File: config.mk
export PLATFORM = sky130hd
export DESIGN_NAME = chisq_muldiv
export DESIGN_NICKNAME = d
export VERILOG_FILES = /design/src/rtl/core/chisq_pkg.sv /design/src/rtl/core/chisq_muldiv.sv
export SDC_FILE = /design/constraint.sdc
export NUM_CORES = 2
export LEC_CHECK = 0
export ABC_AREA = 1
export BUFFER_PORTS_ARGS = -buffer_cell sky130_fd_sc_hd__buf_4
export CORE_UTILIZATION = 50
export CTS_CLUSTER_SIZE = 16
export DETAILED_ROUTE_END_ITERATION = 8
export GPL_ROUTABILITY_DRIVEN = 1
export PLACE_DENSITY_LB_ADDON = 0.08
export SLEW_MARGIN = 10
export SYNTH_ARGS = -nofsm -noshare
export SYNTH_HDL_FRONTEND = slang
export SYNTH_SLANG_ARGS = --single-unit
File: constraint.sdc
create_clock -name clk_i -period 2.65 [get_ports clk_i]
set_input_delay 0.3975 -clock clk_i [delete_from_list [all_inputs] [get_ports clk_i]]
set_output_delay 0.3975 -clock clk_i [all_outputs]
set_load 0.05 [all_outputs]
File: src/rtl/core/chisq_pkg.sv
// Package: shared constants, request codes and controller state type for the chi-square table.
`timescale 1ns / 1ps
package chisq_pkg;

  localparam int unsigned MAX_ROWS_DEF = 64;
  localparam int unsigned MAX_COLS_DEF = 16;

  localparam int unsigned DATA_W  = 32;
  localparam int unsigned ALPHA_W = 24;
  localparam int unsigned DF_W    = 16;
  localparam int unsigned ROWS_W  = 7;
  localparam int unsigned COLS_W  = 5;

  localparam logic [ROWS_W-1:0] ROWS_RESET = 7'd35;
  localparam logic [COLS_W-1:0] COLS_RESET = 5'd12;

  // configuration register indexes
  localparam logic [1:0] CFG_ROWS = 2'd0;
  localparam logic [1:0] CFG_COLS = 2'd1;

  // request codes
  localparam logic [2:0] REQ_LD_LABEL = 3'd0;
  localparam logic [2:0] REQ_LD_ALPHA = 3'd1;
  localparam logic [2:0] REQ_LD_CHI   = 3'd2;
  localparam logic [2:0] REQ_CHI      = 3'd3;
  localparam logic [2:0] REQ_P        = 3'd4;

  typedef enum logic [4:0] {
    ST_IDLE,
    ST_A_RD,
    ST_A_CMP,
    ST_M_RD,
    ST_M_CMP,
    ST_R_RD,
    ST_R_CMP,
    ST_X2_RD,
    ST_X2_CMP,
    ST_X1_RD,
    ST_Y1_RD,
    ST_Y2_RD,
    ST_Y2_CAP,
    ST_C_RD,
    ST_C_CMP,
    ST_B_RD,
    ST_B_CMP,
    ST_P1_RD,
    ST_P2_RD,
    ST_P_CAP,
    ST_FIN_RD,
    ST_FIN_OUT,
    ST_MD_WAIT
  } ctl_state_e;

endpackage

File: src/rtl/core/chisq_muldiv.sv
// Multiply-then-divide unit: registered 32x32 product followed by a restoring divide.
`timescale 1ns / 1ps
module chisq_muldiv
  import chisq_pkg::*;
(
  input  logic              clk_i,
  input  logic              rst_ni,
  input  logic              go_i,
  input  logic [DATA_W-1:0] mcand_i,
  input  logic [DATA_W-1:0] mplier_i,
  input  logic [DATA_W-1:0] divisor_i,
  output logic              done_o,
  output logic [DATA_W-1:0] quot_o
);

  localparam int unsigned CNT_W = $clog2(DATA_W);

  logic              run_q, run_d;
  logic              done_q, done_d;
  logic [CNT_W-1:0]  cnt_q, cnt_d;
  logic [DATA_W-1:0] rem_q, rem_d;
  logic [DATA_W-1:0] quo_q, quo_d;
  logic [DATA_W-1:0] dvs_q, dvs_d;
  logic [2*DATA_W-1:0] prod;
  logic [DATA_W:0]   trial;
  logic [DATA_W:0]   diff;
  logic              ge;

  // one quotient bit per cycle; the partial remainder stays below the divisor
  always_comb begin
    prod  = mcand_i * mplier_i;
    trial = {rem_q, quo_q[DATA_W-1]};
    diff  = trial - {1'b0, dvs_q};
    ge    = (trial >= {1'b0, dvs_q});
    run_d  = run_q;
    done_d = 1'b0;
    cnt_d  = cnt_q;
    rem_d  = rem_q;
    quo_d  = quo_q;
    dvs_d  = dvs_q;
    if (go_i) begin
      run_d = 1'b1;
      cnt_d = '0;
      rem_d = prod[2*DATA_W-1:DATA_W];
      quo_d = prod[DATA_W-1:0];
      dvs_d = divisor_i;
    end else if (run_q) begin
      rem_d = ge ? diff[DATA_W-1:0] : trial[DATA_W-1:0];
      quo_d = {quo_q[DATA_W-2:0], ge};
      cnt_d = cnt_q + 1'b1;
      if (cnt_q == CNT_W'(DATA_W - 1)) begin
        run_d  = 1'b0;
        done_d = 1'b1;
      end
    end
  end

  // control state
  always_ff @(posedge clk_i or negedge rst_ni) begin
    if (!rst_ni) begin
      run_q  <= 1'b0;
      done_q <= 1'b0;
      cnt_q  <= '0;
    end else begin
      run_q  <= run_d;
      done_q <= done_d;
      cnt_q  <= cnt_d;
    end
  end

  // datapath
  always_ff @(posedge clk_i) begin
    rem_q <= rem_d;
    quo_q <= quo_d;
    dvs_q <= dvs_d;
  end

  assign done_o = done_q;
  assign quot_o = quo_q;

`ifndef NO_ASSERTIONS
  a_rem_below_dvs: assert property (@(posedge clk_i) disable iff (!rst_ni)
    run_q && !$past(go_i) |-> rem_q < dvs_q)
    else $error("divide remainder not below divisor");
  a_done_pulse: assert property (@(posedge clk_i) disable iff (!rst_ni)
    done_q |=> !done_q)
    else $error("done held longer than one cycle");
  a_go_runs: assert property (@(posedge clk_i) disable iff (!rst_ni)
    go_i |=> run_q)
    else $error("divide did not start");
`endif

endmodule

==> key figures <==
Drt
  • WL per Instance: 18.39 um
  • Detail Route Antenna Nets: 0
  • Routed vias: 37160
  • Routed WL: 137700 um
  • Drt first pass iters: 6
  • Drt drc: 0
  • Starting DRT DRC Count: 2535
  • Vias per cell: 4.963

CTS
  • Total clock sinks: 103
  • TritonCTS Buffers: 9
  • H-tree levels: 3
  • CTS root buffer: clkbuf_16
  • Clk_lat worst skew: 0.38 ns
  • Clock-pin slew on the worst setup and hold paths: 0.08 ns
  • CTS tree: done
  • Clk buf depth: 2

Final layout
  • Multi-input gate area: 35430 um^2
  • Layout fillers: 7212
  • Design Area, Final: 55090 um^2
  • # nets final: 7638
  • Register area: 3058 um^2
  • Ratio of cells with drive above 1 in the final layout: 25.39%
  • Synth-to-layout area growth: 29.21%

Synthesis
  • Yosys Warn Count: 0
  • Syn Nets: 7125
  • Register area share after synthesis: 7.172%
  • Count of cell types in the netlist: 40
  • Post-synth design cell area: 42640 um^2
  • Mux cell area share after synthesis: 0%
  • Largest family of logic cells by synthesized area: adder cells
  • Compound-gate portion of the synthesized area: 1.635%
  • Simple-gate area share of the yosys netlist: 21.09%
  • Mean area per synthesized cell: 7.311 um^2
  • Synthesized instance count: 5832
  • XOR/XNOR share of the synthesized area: 0.8012%
  • Post-Synth Adder-Cell Area: 50.83%
  • FF+latch count, synth: 103

Global route
  • Vias in the first global route: 38400
  • Grt ovf: 0
  • Pin count of the biggest net entering global routing: 63
  • Global-route wire length before repair: 212500 um
  • Initial antenna violation count: 1
  • Aggregate global-route resource usage: 32.09%

Die
  • Core ar.: 83950 um^2
  • DIE WIDTH: 294.0 um
  • Num rows: 106
  • Initial Util: 50.79%
  • Die footprint: 86440 um^2
  • Ports: 132
  • Die Y: 294.0 um

Run status
  • Status: finished, violations left
  • Failing checks: setup timing

Run
  • Max-cap violations: 0

STA
  • Final hold vios: 0
  • Clk_skew: 0.01693 ns
  • Tmin final: 6.328 ns
  • Fmax: 158.0 MHz
  • Slew Viols, Final: 0
  • Period utilization: 238.8%
  • Slew margin rel.: 68.08%
  • Setup ws final: -3.678 ns
  • # setup viols final: 61
  • Unrepaired setup endpoints after global routing: yes
  • Worst Tran Pin Value: 0.4788 ns

Hold path
  • Min-Delay Path Class: in -> reg
  • Worst hold path cell count: 1

Setup path
  • CP max FO: 7
  • Startpoint Class: input port
  • Crit Path Category: in -> reg
  • R2R cell count: 14
  • Worst setup EP type: flop
  • Worst path required time: 2.78 ns
  • WP data arrival: 6.45 ns

Placement
  • Post-detail-place hpwl: 109300 um
  • Port Buffers: 131
  • Routability congestion estimate: 0.9248
  • Area post-placement: 49270 um^2
[per-stage QoR]
stage	utilization [%]	hold slack [ns]	setup slack, ns	cells	TNS, ns
after floorplan	-	0.1019	-3.470	5832	-183.99
after global placement	58.69	0.2169	-4.335	7356	-234.24
after detailed placement	58.69	0.2152	-4.355	7356	-235.46
after CTS	63.43	0.1673	-3.678	7441	-195.13
after global routing	65.61	0.1696	-3.887	7484	-207.81
final	65.62	0.1936	-3.678	7486	-197.13
[cell usage in the layout, fill, tap and decap left out, drive strengths merged]
master and count:
a21boi 1, clkinv 4, o31ai 3, dlygate4sd3 1
nand2 1891, clkinvlp 1, nor3 20, nand4 11
and2 3, dfrtp 7, edfxtp 96, o21ai 46
xnor2 35, a31oi 1, diode 2, or2 3
inv 1872, a21oi 68, nor2 172, xor2 4
bufbuf 5, o21bai 10, buf 699, nand3 159
fa 897, and3 1, ha 297, nand3b 20
nor4 2, clkbuf 21
[sequential cells by signal (all words and copies together) (netlist names)]
register / cells
dvs_q: 32
run_q: 1
cnt_q: 5
quot_o: 32
done_o: 1
rem_q: 32
[routing by layer]
metal,wire length [um],GRT usage (%)
met1,56530,41.92
met2,66340,56.01
met3,9646,4.381
met4,5162,7.927
met5,0,0
[cell families after synthesis]
kind of cell | Yosys count
AO/OA/AOI/OAI | 129
XOR/XNOR | 39
adder cells (fa/ha/maj) | 1194
buffers and inverters | 2085
flip-flops | 103
AND/OR/NAND/NOR | 2282
[cell usage after synthesis (all sizes together)]
| library cell | n | area [um^2] |
|---|---|---|
| o21bai | 10 | 78.82 |
| fa | 897 | 17960 |
| clkbuf | 203 | 762.0 |
| nand3 | 159 | 800.8 |
| nand4 | 11 | 68.82 |
| and2 | 3 | 18.77 |
| dfrtp | 7 | 175.2 |
| xnor2 | 35 | 306.5 |
| a21oi | 68 | 344.1 |
| nand2 | 1891 | 7136 |
| xor2 | 4 | 35.03 |
| a21boi | 1 | 7.510 |
| buf | 12 | 92.57 |
| inv | 1870 | 7019 |
| o21ai | 46 | 237.7 |
| nor2 | 172 | 675.7 |
| nor4 | 2 | 12.51 |
| ha | 297 | 3716 |
| o31ai | 3 | 22.52 |
| and3 | 1 | 6.260 |
| nand3b | 20 | 150.1 |
| or2 | 3 | 18.77 |
| a31oi | 1 | 6.260 |
| nor3 | 20 | 105.1 |
| edfxtp | 96 | 2883 |
[worst paths after layout]
path	slack [ns]	start	to
setup / recovery	-3.68	mplier_i[11]	quot_o[31]$_DFFE_PP_
hold / removal	0.19	divisor_i[30]	dvs_q[30]$_DFFE_PP_
setup reg to reg	-0.07	rem_q[26]$_DFFE_PP_	rem_q[26]$_DFFE_PP_
hold reg to reg	0.54	cnt_q[4]$_DFFE_PN0P_	cnt_q[4]$_DFFE_PN0P_
max in group asynchronous	2.13	rst_ni	run_q$_DFF_PN0_
min in group asynchronous	0.39	rst_ni	cnt_q[4]$_DFFE_PN0P_
[worst max-delay path, cell delays in order]
cell and delay, ns:
buf_12 0.12, buf_12 0.14, nand2_4 0.05, inv_2 0.03, fa_1 0.50, fa_2 0.56, inv_2 0.04, fa_2 0.47
fa_1 0.53, inv_2 0.04, fa_2 0.59, fa_1 0.44, fa_2 0.59, fa_2 0.48, ha_4 0.29, nand2_2 0.08
nand2_2 0.07, nand2_2 0.07, nand2_2 0.06, buf_4 0.13, inv_2 0.05, nand2_4 0.07, a21oi_4 0.14, nand2_4 0.12
buf_6 0.15, xnor2_4 0.15, o21ai_1 0.08
[layout make-up]
class                   instances  area share (%)
diodes                          2        0.009085
clock inverters                 7          0.1544
flip-flops and latches        103           5.551
multi-input cells            3644           64.32
inverters                    1870           12.78
repair buffers                717           14.20
well taps                    1134           2.576
clock buffers                   9          0.4088
[repair_timing]
item                                    4_1_cts  5_1_grt
pin swaps                                   310      292
buffers inserted                             57       33
hold buffers                                  1        0
hold endpoints to repair                      7        0
gates cloned                                 19       12
resized for setup                           726      391
endpoints found under the setup margin       61       62
Power is not shown: default switching activity piles up to over one toggle a cycle in this logic, so the estimate is an artifact.
